$ cat config.mk
export PLATFORM = sky130hd
export DESIGN_NAME = linear_parameter_ramp_flat
export DESIGN_NICKNAME = d
export VERILOG_FILES = /design/src/hw/rtl/lpr_pkg.sv /design/src/hw/rtl/lpr_ifs.sv /design/src/hw/rtl/linear_parameter_ramp.sv /design/src/hw/rtl/lpr_mul.sv /design/src/hw/rtl/lpr_div.sv /design/src/flat_wrapper.sv
export SDC_FILE = /design/constraint.sdc
export NUM_CORES = 1
export LEC_CHECK = 0
export ABC_AREA = 1
export BUFFER_PORTS_ARGS = -buffer_cell sky130_fd_sc_hd__clkbuf_2
export CAP_MARGIN = 40
export CORE_ASPECT_RATIO = 1.2
export CORE_MARGIN = 3
export CORE_UTILIZATION = 50
export DETAILED_ROUTE_END_ITERATION = 12
export PLACE_DENSITY_LB_ADDON = 0.15
export REMOVE_ABC_BUFFERS = 1
export SYNTH_ARGS = -nofsm -noshare
export SYNTH_HDL_FRONTEND = slang
export SYNTH_SLANG_ARGS = --single-unit
$ cat constraint.sdc
create_clock -name clk -period 3.9 [get_ports clk]
set_input_delay 0.585 -clock clk [delete_from_list [all_inputs] [get_ports clk]]
set_output_delay 0.585 -clock clk [all_outputs]
set_load 0.02 [all_outputs]
$ cat src/hw/rtl/lpr_pkg.sv
// Package with the action codes of the parameter ramp block.
`timescale 1ns / 1ps

package lpr_pkg;

  // Action carried by an input transaction; the fourth code only reports state.
  typedef enum logic [1:0] {
    ACT_RESET    = 2'd0,
    ACT_SET_GOAL = 2'd1,
    ACT_ADVANCE  = 2'd2
  } act_t;

  localparam int ACT_W = 2;

endpackage

$ cat src/hw/rtl/lpr_ifs.sv
// Valid/ready channel interfaces for the ramp input and result transactions.
`timescale 1ns / 1ps

interface lpr_in_if #(
  parameter int VALUE_WIDTH = 32,
  parameter int COUNT_WIDTH = 24
);
  logic                          valid;
  logic                          ready;
  logic [lpr_pkg::ACT_W-1:0]     action;
  logic signed [VALUE_WIDTH-1:0] value;
  logic [COUNT_WIDTH-1:0]        sample_count;

  modport source (output valid, output action, output value, output sample_count,
                  input ready);
  modport sink   (input valid, input action, input value, input sample_count,
                  output ready);
endinterface

interface lpr_out_if #(
  parameter int VALUE_WIDTH = 32
);
  logic                          valid;
  logic                          ready;
  logic signed [VALUE_WIDTH-1:0] current_level;
  logic signed [VALUE_WIDTH-1:0] goal_level;
  logic                          ramping;

  modport source (output valid, output current_level, output goal_level,
                  output ramping, input ready);
  modport sink   (input valid, input current_level, input goal_level,
                  input ramping, output ready);
endinterface

$ cat src/hw/rtl/linear_parameter_ramp.sv
// Top level of the linear parameter ramp smoother.
//
//   Channel  Direction  Carries
//   in_ch    sink       action, value, sample_count
//   out_ch   source     current_level, goal_level, ramping
//
// Reset, set-goal, a no-op advance and an advance that ends the ramp update
// the state on accept and then load the result.
// An advance inside the ramp is accepted, runs the bit-serial multiplier, is
// handed off to the restoring divider, is written back and then loads the
// result; the multiplier and the divider each work one bit per cycle.
// rst_n is synchronous and active low and clears all levels and the count.
// A new transaction is taken while the previous result waits in the output
// register; a result that cannot be loaded holds the block until out_ch.ready.
`timescale 1ns / 1ps

module linear_parameter_ramp #(
  parameter int VALUE_WIDTH = 32,
  parameter int COUNT_WIDTH = 24
) (
  input  logic      clk,
  input  logic      rst_n,
  lpr_in_if.sink    in_ch,
  lpr_out_if.source out_ch
);

  import lpr_pkg::*;

  // The level difference needs one extra bit; its magnitude fits the same width.
  localparam int MAG_W  = VALUE_WIDTH + 1;
  localparam int PROD_W = MAG_W + COUNT_WIDTH;

  typedef enum logic [1:0] {
    ST_IDLE,
    ST_MUL,
    ST_DIV,
    ST_EMIT
  } state_t;

  state_t                 state_r, state_nxt;
  logic [VALUE_WIDTH-1:0] level_now_r, level_now_nxt;
  logic [VALUE_WIDTH-1:0] level_goal_r, level_goal_nxt;
  logic [COUNT_WIDTH-1:0] samples_left_r, samples_left_nxt;
  logic [COUNT_WIDTH-1:0] consumed_r, consumed_nxt;
  logic                   neg_r, neg_nxt;
  logic                   out_valid_r, out_valid_nxt;
  logic [VALUE_WIDTH-1:0] out_cur_r, out_cur_nxt;
  logic [VALUE_WIDTH-1:0] out_goal_r, out_goal_nxt;
  logic                   out_ramp_r, out_ramp_nxt;

  logic                   accept;
  logic [MAG_W-1:0]       delta;
  logic                   delta_neg;
  logic [MAG_W-1:0]       mag;
  logic                   mul_start;
  logic                   mul_done;
  logic [PROD_W-1:0]      prod;
  logic                   div_done;
  logic [MAG_W-1:0]       quot;
  logic [MAG_W-1:0]       step;
  logic [VALUE_WIDTH-1:0] level_stepped;
  logic                   out_free;

  assign in_ch.ready = (state_r == ST_IDLE);
  assign accept      = in_ch.valid && (state_r == ST_IDLE);
  assign out_free    = !out_valid_r || out_ch.ready;

  // Signed gap from the current level to the goal, and its magnitude.
  assign delta     = {level_goal_r[VALUE_WIDTH-1], level_goal_r}
                   - {level_now_r[VALUE_WIDTH-1], level_now_r};
  assign delta_neg = delta[MAG_W-1];
  assign mag       = delta_neg ? (MAG_W'(0) - delta) : delta;

  // Only an advance that stays inside the ramp needs the serial arithmetic.
  assign mul_start = accept && (in_ch.action == ACT_ADVANCE)
                   && (samples_left_r != '0) && (in_ch.sample_count < samples_left_r);

  lpr_mul #(
    .MAG_W (MAG_W),
    .CNT_W (COUNT_WIDTH)
  ) u_mul (
    .clk   (clk),
    .rst_n (rst_n),
    .start (mul_start),
    .mag   (mag),
    .num   (in_ch.sample_count),
    .done  (mul_done),
    .prod  (prod)
  );

  // The divisor is the remaining count, which holds still until the step lands.
  lpr_div #(
    .MAG_W (MAG_W),
    .CNT_W (COUNT_WIDTH)
  ) u_div (
    .clk   (clk),
    .rst_n (rst_n),
    .start (mul_done),
    .prod  (prod),
    .den   (samples_left_r),
    .done  (div_done),
    .quot  (quot)
  );

  // The quotient is truncated toward zero, so the sign is applied afterward.
  assign step          = neg_r ? (MAG_W'(0) - quot) : quot;
  assign level_stepped = level_now_r + step[VALUE_WIDTH-1:0];

  always_comb begin
    state_nxt        = state_r;
    level_now_nxt    = level_now_r;
    level_goal_nxt   = level_goal_r;
    samples_left_nxt = samples_left_r;
    consumed_nxt     = consumed_r;
    neg_nxt          = neg_r;
    out_valid_nxt    = out_valid_r && !out_ch.ready;
    out_cur_nxt      = out_cur_r;
    out_goal_nxt     = out_goal_r;
    out_ramp_nxt     = out_ramp_r;

    unique case (state_r)
      ST_IDLE: begin
        if (accept) begin
          state_nxt = ST_EMIT;
          unique case (in_ch.action)
            ACT_RESET: begin
              level_now_nxt    = in_ch.value;
              level_goal_nxt   = in_ch.value;
              samples_left_nxt = '0;
            end
            ACT_SET_GOAL: begin
              level_goal_nxt = in_ch.value;
              if (in_ch.sample_count == '0) begin
                level_now_nxt    = in_ch.value;
                samples_left_nxt = '0;
              end else begin
                samples_left_nxt = in_ch.sample_count;
              end
            end
            ACT_ADVANCE: begin
              if (samples_left_r == '0) begin
                // No ramp pending: the state is only reported.
              end else if (in_ch.sample_count >= samples_left_r) begin
                level_now_nxt    = level_goal_r;
                samples_left_nxt = '0;
              end else begin
                consumed_nxt = in_ch.sample_count;
                neg_nxt      = delta_neg;
                state_nxt    = ST_MUL;
              end
            end
            default: begin
              // The unused action code leaves the state alone.
            end
          endcase
        end
      end
      ST_MUL: begin
        if (mul_done) begin
          state_nxt = ST_DIV;
        end
      end
      ST_DIV: begin
        if (div_done) begin
          level_now_nxt    = level_stepped;
          samples_left_nxt = samples_left_r - consumed_r;
          state_nxt        = ST_EMIT;
        end
      end
      ST_EMIT: begin
        if (out_free) begin
          out_valid_nxt = 1'b1;
          out_cur_nxt   = level_now_r;
          out_goal_nxt  = level_goal_r;
          out_ramp_nxt  = (samples_left_r != '0);
          state_nxt     = ST_IDLE;
        end
      end
      default: begin
        state_nxt = ST_IDLE;
      end
    endcase
  end

  always_ff @(posedge clk) begin
    if (!rst_n) begin
      state_r        <= ST_IDLE;
      level_now_r    <= '0;
      level_goal_r   <= '0;
      samples_left_r <= '0;
      consumed_r     <= '0;
      neg_r          <= 1'b0;
      out_valid_r    <= 1'b0;
      out_cur_r      <= '0;
      out_goal_r     <= '0;
      out_ramp_r     <= 1'b0;
    end else begin
      state_r        <= state_nxt;
      level_now_r    <= level_now_nxt;
      level_goal_r   <= level_goal_nxt;
      samples_left_r <= samples_left_nxt;
      consumed_r     <= consumed_nxt;
      neg_r          <= neg_nxt;
      out_valid_r    <= out_valid_nxt;
      out_cur_r      <= out_cur_nxt;
      out_goal_r     <= out_goal_nxt;
      out_ramp_r     <= out_ramp_nxt;
    end
  end

  assign out_ch.valid         = out_valid_r;
  assign out_ch.current_level = out_cur_r;
  assign out_ch.goal_level    = out_goal_r;
  assign out_ch.ramping       = out_ramp_r;

endmodule

$ cat src/hw/rtl/lpr_mul.sv
// Bit-serial shift-and-add multiplier, one multiplier bit per cycle, MSB first.
`timescale 1ns / 1ps

module lpr_mul #(
  parameter int MAG_W = 33,
  parameter int CNT_W = 24
) (
  input  logic                   clk,
  input  logic                   rst_n,
  input  logic                   start,
  input  logic [MAG_W-1:0]       mag,
  input  logic [CNT_W-1:0]       num,
  output logic                   done,
  output logic [MAG_W+CNT_W-1:0] prod
);

  localparam int PROD_W = MAG_W + CNT_W;
  localparam int STEP_W = $clog2(CNT_W + 1);

  logic              busy_r, busy_nxt;
  logic              done_r, done_nxt;
  logic [STEP_W-1:0] cnt_r, cnt_nxt;
  logic [MAG_W-1:0]  mag_r, mag_nxt;
  logic [CNT_W-1:0]  num_r, num_nxt;
  logic [PROD_W-1:0] acc_r, acc_nxt;

  always_comb begin
    busy_nxt = busy_r;
    done_nxt = 1'b0;
    cnt_nxt  = cnt_r;
    mag_nxt  = mag_r;
    num_nxt  = num_r;
    acc_nxt  = acc_r;
    if (start) begin
      busy_nxt = 1'b1;
      cnt_nxt  = STEP_W'(CNT_W);
      mag_nxt  = mag;
      num_nxt  = num;
      acc_nxt  = '0;
    end else if (busy_r) begin
      // Double the partial product and add the magnitude for a set bit.
      acc_nxt = {acc_r[PROD_W-2:0], 1'b0} + (num_r[CNT_W-1] ? PROD_W'(mag_r) : '0);
      num_nxt = {num_r[CNT_W-2:0], 1'b0};
      cnt_nxt = cnt_r - STEP_W'(1);
      if (cnt_r == STEP_W'(1)) begin
        busy_nxt = 1'b0;
        done_nxt = 1'b1;
      end
    end
  end

  always_ff @(posedge clk) begin
    if (!rst_n) begin
      busy_r <= 1'b0;
      done_r <= 1'b0;
      cnt_r  <= '0;
    end else begin
      busy_r <= busy_nxt;
      done_r <= done_nxt;
      cnt_r  <= cnt_nxt;
    end
    mag_r <= mag_nxt;
    num_r <= num_nxt;
    acc_r <= acc_nxt;
  end

  assign done = done_r;
  assign prod = acc_r;

endmodule

$ cat src/hw/rtl/lpr_div.sv
// Restoring divider that retires one quotient bit per cycle.
`timescale 1ns / 1ps

module lpr_div #(
  parameter int MAG_W = 33,
  parameter int CNT_W = 24
) (
  input  logic                   clk,
  input  logic                   rst_n,
  input  logic                   start,
  input  logic [MAG_W+CNT_W-1:0] prod,
  input  logic [CNT_W-1:0]       den,
  output logic                   done,
  output logic [MAG_W-1:0]       quot
);

  localparam int PROD_W = MAG_W + CNT_W;
  localparam int STEP_W = $clog2(MAG_W + 1);

  logic              busy_r, busy_nxt;
  logic              done_r, done_nxt;
  logic [STEP_W-1:0] cnt_r, cnt_nxt;
  logic [CNT_W-1:0]  rem_r, rem_nxt;
  logic [MAG_W-1:0]  qs_r, qs_nxt;
  logic [CNT_W:0]    trial;
  logic [CNT_W:0]    diff;
  logic              ge;

  // The dividend bits shift out of qs_r while the quotient bits shift in.
  assign trial = {rem_r, qs_r[MAG_W-1]};
  assign diff  = trial - {1'b0, den};
  assign ge    = (trial >= {1'b0, den});

  always_comb begin
    busy_nxt = busy_r;
    done_nxt = 1'b0;
    cnt_nxt  = cnt_r;
    rem_nxt  = rem_r;
    qs_nxt   = qs_r;
    if (start) begin
      // The upper product bits are already below the divisor.
      busy_nxt = 1'b1;
      cnt_nxt  = STEP_W'(MAG_W);
      rem_nxt  = prod[PROD_W-1 -: CNT_W];
      qs_nxt   = prod[MAG_W-1:0];
    end else if (busy_r) begin
      rem_nxt = ge ? diff[CNT_W-1:0] : trial[CNT_W-1:0];
      qs_nxt  = {qs_r[MAG_W-2:0], ge};
      cnt_nxt = cnt_r - STEP_W'(1);
      if (cnt_r == STEP_W'(1)) begin
        busy_nxt = 1'b0;
        done_nxt = 1'b1;
      end
    end
  end

  always_ff @(posedge clk) begin
    if (!rst_n) begin
      busy_r <= 1'b0;
      done_r <= 1'b0;
      cnt_r  <= '0;
    end else begin
      busy_r <= busy_nxt;
      done_r <= done_nxt;
      cnt_r  <= cnt_nxt;
    end
    rem_r <= rem_nxt;
    qs_r  <= qs_nxt;
  end

  assign done = done_r;
  assign quot = qs_r;

endmodule

$ cat src/flat_wrapper.sv
// flat-port wrapper written by rule: the top's interface ports become plain ports
module linear_parameter_ramp_flat import lpr_pkg::*;
#(
  parameter int VALUE_WIDTH = 32,
  parameter int COUNT_WIDTH = 24
)
  (clk, rst_n, in_ch_valid, in_ch_action, in_ch_value, in_ch_sample_count, in_ch_ready, out_ch_valid, out_ch_current_level, out_ch_goal_level, out_ch_ramping, out_ch_ready);
  lpr_in_if #(.VALUE_WIDTH(VALUE_WIDTH), .COUNT_WIDTH(COUNT_WIDTH)) in_ch_i ();
  lpr_out_if #(.VALUE_WIDTH(VALUE_WIDTH)) out_ch_i ();
  input  logic clk;
  input  logic rst_n;
  input wire logic [$bits(in_ch_i.valid)-1:0] in_ch_valid;
  input wire logic [$bits(in_ch_i.action)-1:0] in_ch_action;
  input wire logic [$bits(in_ch_i.value)-1:0] in_ch_value;
  input wire logic [$bits(in_ch_i.sample_count)-1:0] in_ch_sample_count;
  output wire logic [$bits(in_ch_i.ready)-1:0] in_ch_ready;
  output wire logic [$bits(out_ch_i.valid)-1:0] out_ch_valid;
  output wire logic [$bits(out_ch_i.current_level)-1:0] out_ch_current_level;
  output wire logic [$bits(out_ch_i.goal_level)-1:0] out_ch_goal_level;
  output wire logic [$bits(out_ch_i.ramping)-1:0] out_ch_ramping;
  input wire logic [$bits(out_ch_i.ready)-1:0] out_ch_ready;
  assign in_ch_i.valid = in_ch_valid;
  assign in_ch_i.action = in_ch_action;
  assign in_ch_i.value = in_ch_value;
  assign in_ch_i.sample_count = in_ch_sample_count;
  assign in_ch_ready = in_ch_i.ready;
  assign out_ch_valid = out_ch_i.valid;
  assign out_ch_current_level = out_ch_i.current_level;
  assign out_ch_goal_level = out_ch_i.goal_level;
  assign out_ch_ramping = out_ch_i.ramping;
  assign out_ch_i.ready = out_ch_ready;
  linear_parameter_ramp #(.VALUE_WIDTH(VALUE_WIDTH), .COUNT_WIDTH(COUNT_WIDTH)) u_core (.clk(clk), .rst_n(rst_n), .in_ch(in_ch_i), .out_ch(out_ch_i));
endmodule
==> flow_summary.yaml, run 1 <==
route:
  routed_wl_um: 91200
  dr.pass1.iters: 7
  ant_nets: 0
  routedWlPerCell_um: 18.2
  drc: 0
  vias: 27429
  viasPerCell: 5.46
  drtIter0Drc: 2090
placement:
  gp_congestion: 0.956
  portBuffers: 128
  post-dp-hpwl_um: 72200
pwr:
  sw_frac_of_total: 0.489
  clkPwrFrac: 0.180
  combinationalPowerShare: 0.568
  leakage_nw: 14.3
  vdd_drop_max_mv: 0.724
  p_total_mw: 22.4
  p_int_mw: 11.4
  switchingPower_mw: 10.9
  pwr_density_cell_mw_per_mm2: 743
  sequentialPowerShare: 0.252
floorplan:
  die_w_um: 219
  ios: 129
  die_height_um: 262
  rows: 93
  coreArea_mm2: 0.0539
  start_util: 0.508
  die_area_mm2: 0.0575
outcome:
  outcome: "completed"
worst_setup_path:
  crit_top_cell: "nand2_1"
  cp_slowest_stage_delay_ps: 410
  timing.rr.start: "u_core.u_div.quot[0]"
  cp_num_buf_inv: 6
  cp-end-kind: "flop"
  cp_slowest_cell: "edfxtp_1"
  timing.rr.end: "u_core.level_now_r[30]"
  rrSetupSlack_ps: 260
  required_ps: 4410
  critPathLaunch: "u_core.u_div.quot[0]"
  path_delay_family: "simple AND/OR/NAND/NOR gates"
  path_class: "flop to flop"
  arrival_ps: 4150
  worstPathCellList: "inv_2 > ha_2 > nand3_1 > nor2_2 > nand2_1 > inv_1 > nand3_2 > o41ai_2 > buf_4 > buf_4 > nand2_1 > xor2_2 > ha_1 > inv_1 > nor3_1 > nand2_1 > inv_1 > nand3_1 > nand2_1 > o21ai_0 > a21oi_1 > nor2_1 > nor2_1"
  cp-start-kind: "flop"
  rr_worst_depth: 23
  critPathMaxFanout: 4
clock_tree:
  clock_latency_ps: 590
  cts_hold_buf: 0
  cts_tree: "yes"
  cts_buffer_depth: 3
  clk_pin_slew_ps: 70
  clock_sinks: 367
  cts_root_buf: "clkbuf_16"
  ctsHtreeMaxLevel: 2
  cts-buffers-inserted: 42
grt:
  grtUsageTotal: 0.314
  grt_overflow: 0
  grt_pass1_vias: 26261
  grt_pass1_wl_um: 142000
  grt_max_degree: 115
  antenna_found_initial: 1
logic_synthesis:
  ys_seq_area_frac: 0.310
  synth_edf_count: 114
  ys_warn_count: 0
  yosysUniqueCellTypes: 61
  synth_seq_cells: 367
  ys_async_sr_fraction: 0
  syn_avg_cell_area_um2: 6.52
  synth_top_cell_area_share: 0.185
  syn_area_mm2: 0.0273
  ys.flop_type: "dfxtp_1"
  ys_top_cells_by_area: "dfxtp_1, nand2_1, edfxtp_1, ha_1, inv_1"
  yosys.area.top_type: "dfxtp_1"
  synthCells: 4195
layout:
  fin_nets: 4531
  diodes: 0
  layout.area.seq_mm2: 0.00849
  syn2layout_area_growth_pct: 10.2
  multi_input_area_mm2: 0.0162
  drive_gt1_frac: 0.0721
  n_fill_cell: 5495
sta:
  tightest_slew_ps: 908
  period_share: 0.933
  setup_viol: 0
  fin_skew_ps: 31.2
  finalSetupTns_ps: 0
  fmax_mhz: 275
  finalHoldViolCount: 0
  hold_ws_ps: 281
  final-max-slew-violation-count: 0
  slew_headroom: 0.395
  post-route-min-period_ps: 3640
min_path:
  holdPathEnd: "u_core.level_goal_r[22]"
  worstHoldStart: "in_ch_value[22]"
  hold_depth: 3
  min-delay-path-class: "primary input to flop"
run:
  drv_cap: 0
## power groups by stage
| stage | Clock, mW | Combinational (mW) | Sequential [mW] |
|---|---|---|---|
| global placement | 0 | 12.4 | 5.70 |
| global route | 4.24 | 14.4 | 5.72 |
| CTS | 4.10 | 12.6 | 5.63 |
| detailed placement | 0 | 12.5 | 5.70 |
| floorplan | 0 | 9.01 | 5.66 |
| finish | 4.04 | 12.7 | 5.64 |
## flip-flops by register name, indices dropped and copies added (netlist names), 24 cells and up
signal,count
u_core.u_mul.prod,57
u_core.u_div.quot,33
u_core.u_mul.mag_r,33
u_core.level_goal_r,32
u_core.level_now_r,32
u_core.out_ch.current_level,32
u_core.out_ch.goal_level,32
u_core.consumed_r,24
u_core.samples_left_r,24
u_core.u_div.rem_r,24
u_core.u_mul.num_r,24
## metal layers
layer,global-route usage,share of wire
met5,0,0.000099
met4,0.179,0.066
met3,0.0334,0.047
met2,0.563,0.49
met1,0.362,0.40
## worst max-delay path by stage
stage                              to  slack, ps  cells past startpoint
5_1_grt        u_core.level_now_r[31]        -20                     23
2_1_floorplan   u_core.level_now_r[0]       -460                      9
6_report       u_core.level_now_r[30]        260                     23
3_5_place_dp   u_core.level_now_r[31]        320                     22
4_1_cts        u_core.level_now_r[31]        280                     22
3_3_place_gp   u_core.level_now_r[31]        370                     22
## synth_stat cells (3+ instances only)
cell type	instances
o21ai_1	5
nor3b_1	3
nand2_2	16
a21boi_0	9
dfxtp_1	253
o22ai_1	13
nand3_2	5
inv_2	5
buf_1	7
fa_1	5
clkinv_1	3
nor2_1	551
o21bai_1	25
inv_1	587
o221ai_1	7
xor2_1	70
nor4_1	18
a21o_1	17
nand3b_1	12
nand3_1	200
a31oi_1	13
nor2_2	9
buf_2	17
a211oi_1	6
a21oi_1	314
o2bb2ai_1	3
nand2_1	975
edfxtp_1	114
nor3_1	54
or2_2	13
o211ai_1	31
clkbuf_1	97
ha_1	184
o21ai_0	431
o21a_1	11
buf_4	4
nand4_1	43
o31ai_1	4
xnor2_1	34
## layout by cell type (no fill, tap or decap), types with 67 or more instances in the layout
cell type,count
nand2_1,974
inv_1,583
nor2_1,549
o21ai_0,430
a21oi_1,311
dfxtp_1,251
nand3_1,198
ha_1,182
clkbuf_2,127
edfxtp_1,114
xor2_1,67
## per-stage QoR
step / cells / instance area (um2) / util / worst slack [ps]
6_report: 5024 / 30100 / 0.559 / 260
5_1_grt: 5024 / 30100 / 0.559 / -24.9
4_1_cts: 5022 / 30100 / 0.558 / 280
3_5_place_dp: 4946 / 28700 / 0.533 / 316
3_3_place_gp: 4944 / 28700 / 0.532 / 368
2_1_floorplan: 4068 / 26800 / - / -464
## cell families (layout without fill, tap and decap cells)
kind of cell | Yosys count | after routing | share of synthesized area
simple gates | 1912 | 1912 | 0.288
compound gates | 900 | 900 | 0.179
buf+inv | 722 | 839 | 0.101
flops | 367 | 367 | 0.310
fa+ha+maj | 189 | 189 | 0.0878
xor+xnor | 105 | 105 | 0.0339
## area by class of cell
class / count / share of cell area
clock inverters: 20 / 0.00668
repair buffers: 168 / 0.0328
flip-flops and latches: 367 / 0.282
inverters: 595 / 0.0741
multi-input cells: 3106 / 0.536
well taps: 712 / 0.0296
clock buffers: 56 / 0.0390
## tightest hold or removal path: cells and delay by family
kind / cells / cell delay (ps)
AO/OA/AOI/OAI: 1 / 70
AND/OR/NAND/NOR: 1 / 80
buffers and inverters: 1 / 90
## timing repair
action	4_1_cts	5_1_grt
resized for setup	0	15
hold endpoints to repair	0	0
endpoints found under the setup margin	0	7
setup buffers	0	2
(Power assumes the default switching activity.)
==> inputs of run 2 (changes only) <==
--- a/config.mk
+++ b/config.mk
@@ -8,7 +8,7 @@
 export ABC_AREA = 1
 export BUFFER_PORTS_ARGS = -buffer_cell sky130_fd_sc_hd__clkbuf_2
 export CAP_MARGIN = 40
-export CORE_ASPECT_RATIO = 1.2
+export CORE_ASPECT_RATIO = 0.7
 export CORE_MARGIN = 3
 export CORE_UTILIZATION = 50
 export DETAILED_ROUTE_END_ITERATION = 12
@@ -16,4 +16,5 @@
 export REMOVE_ABC_BUFFERS = 1
 export SYNTH_ARGS = -nofsm -noshare
 export SYNTH_HDL_FRONTEND = slang
+export SYNTH_HIERARCHICAL = 1
 export SYNTH_SLANG_ARGS = --single-unit
==> flow_summary.yaml, run 2 <==
grt:
  grt_overflow: 0
  antenna_found_initial: 0
  grt_pass1_vias: 26416
  grtUsageTotal: 0.315
  grt_pass1_wl_um: 151000
  grt_max_degree: 166
floorplan:
  coreArea_mm2: 0.0572
  ios: 129
  die_area_mm2: 0.0612
  start_util: 0.509
  die_w_um: 294
  rows: 73
  die_height_um: 208
pwr:
  leakage_nw: 16.5
  pwr_density_cell_mw_per_mm2: 753
  vdd_drop_max_mv: 0.622
logic_synthesis:
  synth_edf_count: 114
  yosysUniqueCellTypes: 61
  synthAdderAreaFrac: 0.0812
  synth_common_cells: "nand2_1, inv_1, nor2_1, a21oi_1, o21ai_0"
  muxShareOfSynthArea: 0
  syn_avg_cell_area_um2: 6.21
  yosys.area.top_type: "nand2_1"
  synth_most_common_cell: "nand2_1"
  synthCells: 4693
  ys_warn_count: 6
  synth_simple_gate_area_frac: 0.349
  ys_seq_area_frac: 0.291
  synth_top_cell_area_share: 0.196
  synth_top_family_by_area: "simple AND/OR/NAND/NOR gates"
  syn_area_mm2: 0.0291
  ys_async_sr_fraction: 0
  synthXorXnorAreaFrac: 0.0297
  synth_seq_cells: 367
  ys_top_cells_by_area: "nand2_1, dfxtp_1, edfxtp_1, inv_1, ha_1"
  synth_compound_area_frac: 0.128
  ys.flop_type: "dfxtp_1"
route:
  drtIter0Drc: 3291
  vias: 29970
  viasPerCell: 5.39
  dr.pass1.iters: 6
  drc: 0
  ant_nets: 0
  routedWlPerCell_um: 17.7
  routed_wl_um: 98700
placement:
  gp_congestion: 0.986
  post-dp-hpwl_um: 79100
  portBuffers: 128
  pre_cts_ws_ps: 161
  placed_area_mm2: 0.0306
worst_setup_path:
  required_ps: 4370
  path_class: "flop to flop"
  timing.rr.start: "u_core/u_div/quot[1]"
  cp-end-kind: "flop"
  rrSetupSlack_ps: 180
  critPathMaxFanout: 5
  arrival_ps: 4180
  rr_worst_depth: 22
  timing.rr.end: "u_core/level_now_r[23]"
  cp-start-kind: "flop"
sta:
  post-route-min-period_ps: 3720
  setup_viol: 0
  finalSetupTns_ps: 0
  worst_slack_ps: 185
  tightest_slew_ps: 784
  slew_headroom: 0.472
  fmax_mhz: 269
  period_share: 0.953
  finalHoldViolCount: 0
  final-max-slew-violation-count: 0
  fin_skew_ps: 34.0
clock_tree:
  cts-buffers-inserted: 39
  cts_buffer_depth: 3
  ctsHtreeMaxLevel: 2
  cts_tree: "yes"
  clk_pin_slew_ps: 70
  cts_hold_buf: 0
  cts_root_buf: "clkbuf_16"
  clock_sinks: 367
  clock_latency_ps: 600
min_path:
  holdPathEnd: "u_core/level_goal_r[6]"
  min-delay-path-class: "primary input to flop"
  hold_depth: 3
  worstHoldStart: "in_ch_value[6]"
layout:
  largest_register_ffs: 57
  final_area_mm2: 0.0321
  layout_common_cells: "nand2_1, inv_1, nor2_1"
  drive_gt1_frac: 0.0777
  syn2layout_area_growth_pct: 10.1
  final_common_cell: "nand2_1"
  fin_nets: 5030
outcome:
  outcome: "completed"
run:
  drv_cap: 0
[run 2: cells by family after synthesis]
group | Yosys count
adders and majority gates | 186
xor gates and xnor gates | 98
buffers and inverters | 919
and+or+nand+nor | 2426
DFF | 367
AOI/OAI and AO/OA | 697
[run 2: what timing repair did]
action	in CTS	in global routing
endpoints found under the setup margin	0	15
hold endpoints to repair	0	0
resized for setup	0	18
buffers inserted	0	2
[run 2: cell type report]
| type | instances | area (um2) |
|---|---|---|
| multi-input combinational | 3407 | 17200 |
| antenna | 2 | 5.00 |
| sequential | 367 | 8490 |
| tap | 750 | 938 |
| timing repair buffer | 178 | 1110 |
| clock inverter | 15 | 203 |
| clock buffer | 56 | 1190 |
| fill | 5830 | 25100 |
| inverter | 789 | 2960 |
[run 2: where the power goes]
group | switching, mW | total [mW] | internal, mW
clock network | 1.69 | 4.10 | 2.41
registers | 0.768 | 5.78 | 5.01
logic | 9.85 | 14.3 | 4.43
total | 12.3 | 24.2 | 11.8
[run 2: worst max-delay path by stage]
stage	start	endpoint	slack, ps	depth (start not counted)
after global placement	u_core/u_div/quot[0]	u_core/level_now_r[23]	180	22
after CTS	u_core/u_div/quot[0]	u_core/level_now_r[30]	130	20
after floorplan	in_ch_action[1]	u_core/consumed_r[10]	-4220	9
final	u_core/u_div/quot[1]	u_core/level_now_r[23]	180	22
after detailed placement	u_core/u_div/quot[0]	u_core/level_now_r[30]	160	20
after global routing	u_core/u_div/quot[4]	u_core/level_now_r[23]	-4	20
[run 2: critical path, cell delays in order (launching register included)]
cell	delay, ps
edfxtp_1	390
inv_1	100
ha_1	150
inv_1	60
nor3_2	180
nand3_2	150
nor2_4	170
nand4_1	210
inv_2	140
a21oi_1	80
xor2_1	190
ha_1	360
nand2_1	140
nor2_1	340
nand2_1	200
nor2_1	220
nor2_1	60
nand2_1	100
nand2_1	60
nand2_1	50
o21ai_0	80
nor2_1	120
nor2_1	50
[run 2: metrics by stage]
step	std cells	util	hold WS, ps	total power [mW]
2_1_floorplan	4563	-	433	15.3
3_3_place_gp	5485	0.534	451	19.5
6_report	5564	0.561	289	24.2
5_1_grt	5562	0.561	275	26.1
4_1_cts	5559	0.560	254	23.8
3_5_place_dp	5488	0.535	453	19.6
[run 2: per-layer routing]
| layer | GRT usage | wire, um | part of all wire |
|---|---|---|---|
| met1 | 0.507 | 50100 | 0.51 |
| met4 | 0.0533 | 1250 | 0.013 |
| met3 | 0.111 | 12500 | 0.13 |
| met5 | 0.0126 | 104 | 0.0011 |
| met2 | 0.390 | 34700 | 0.35 |
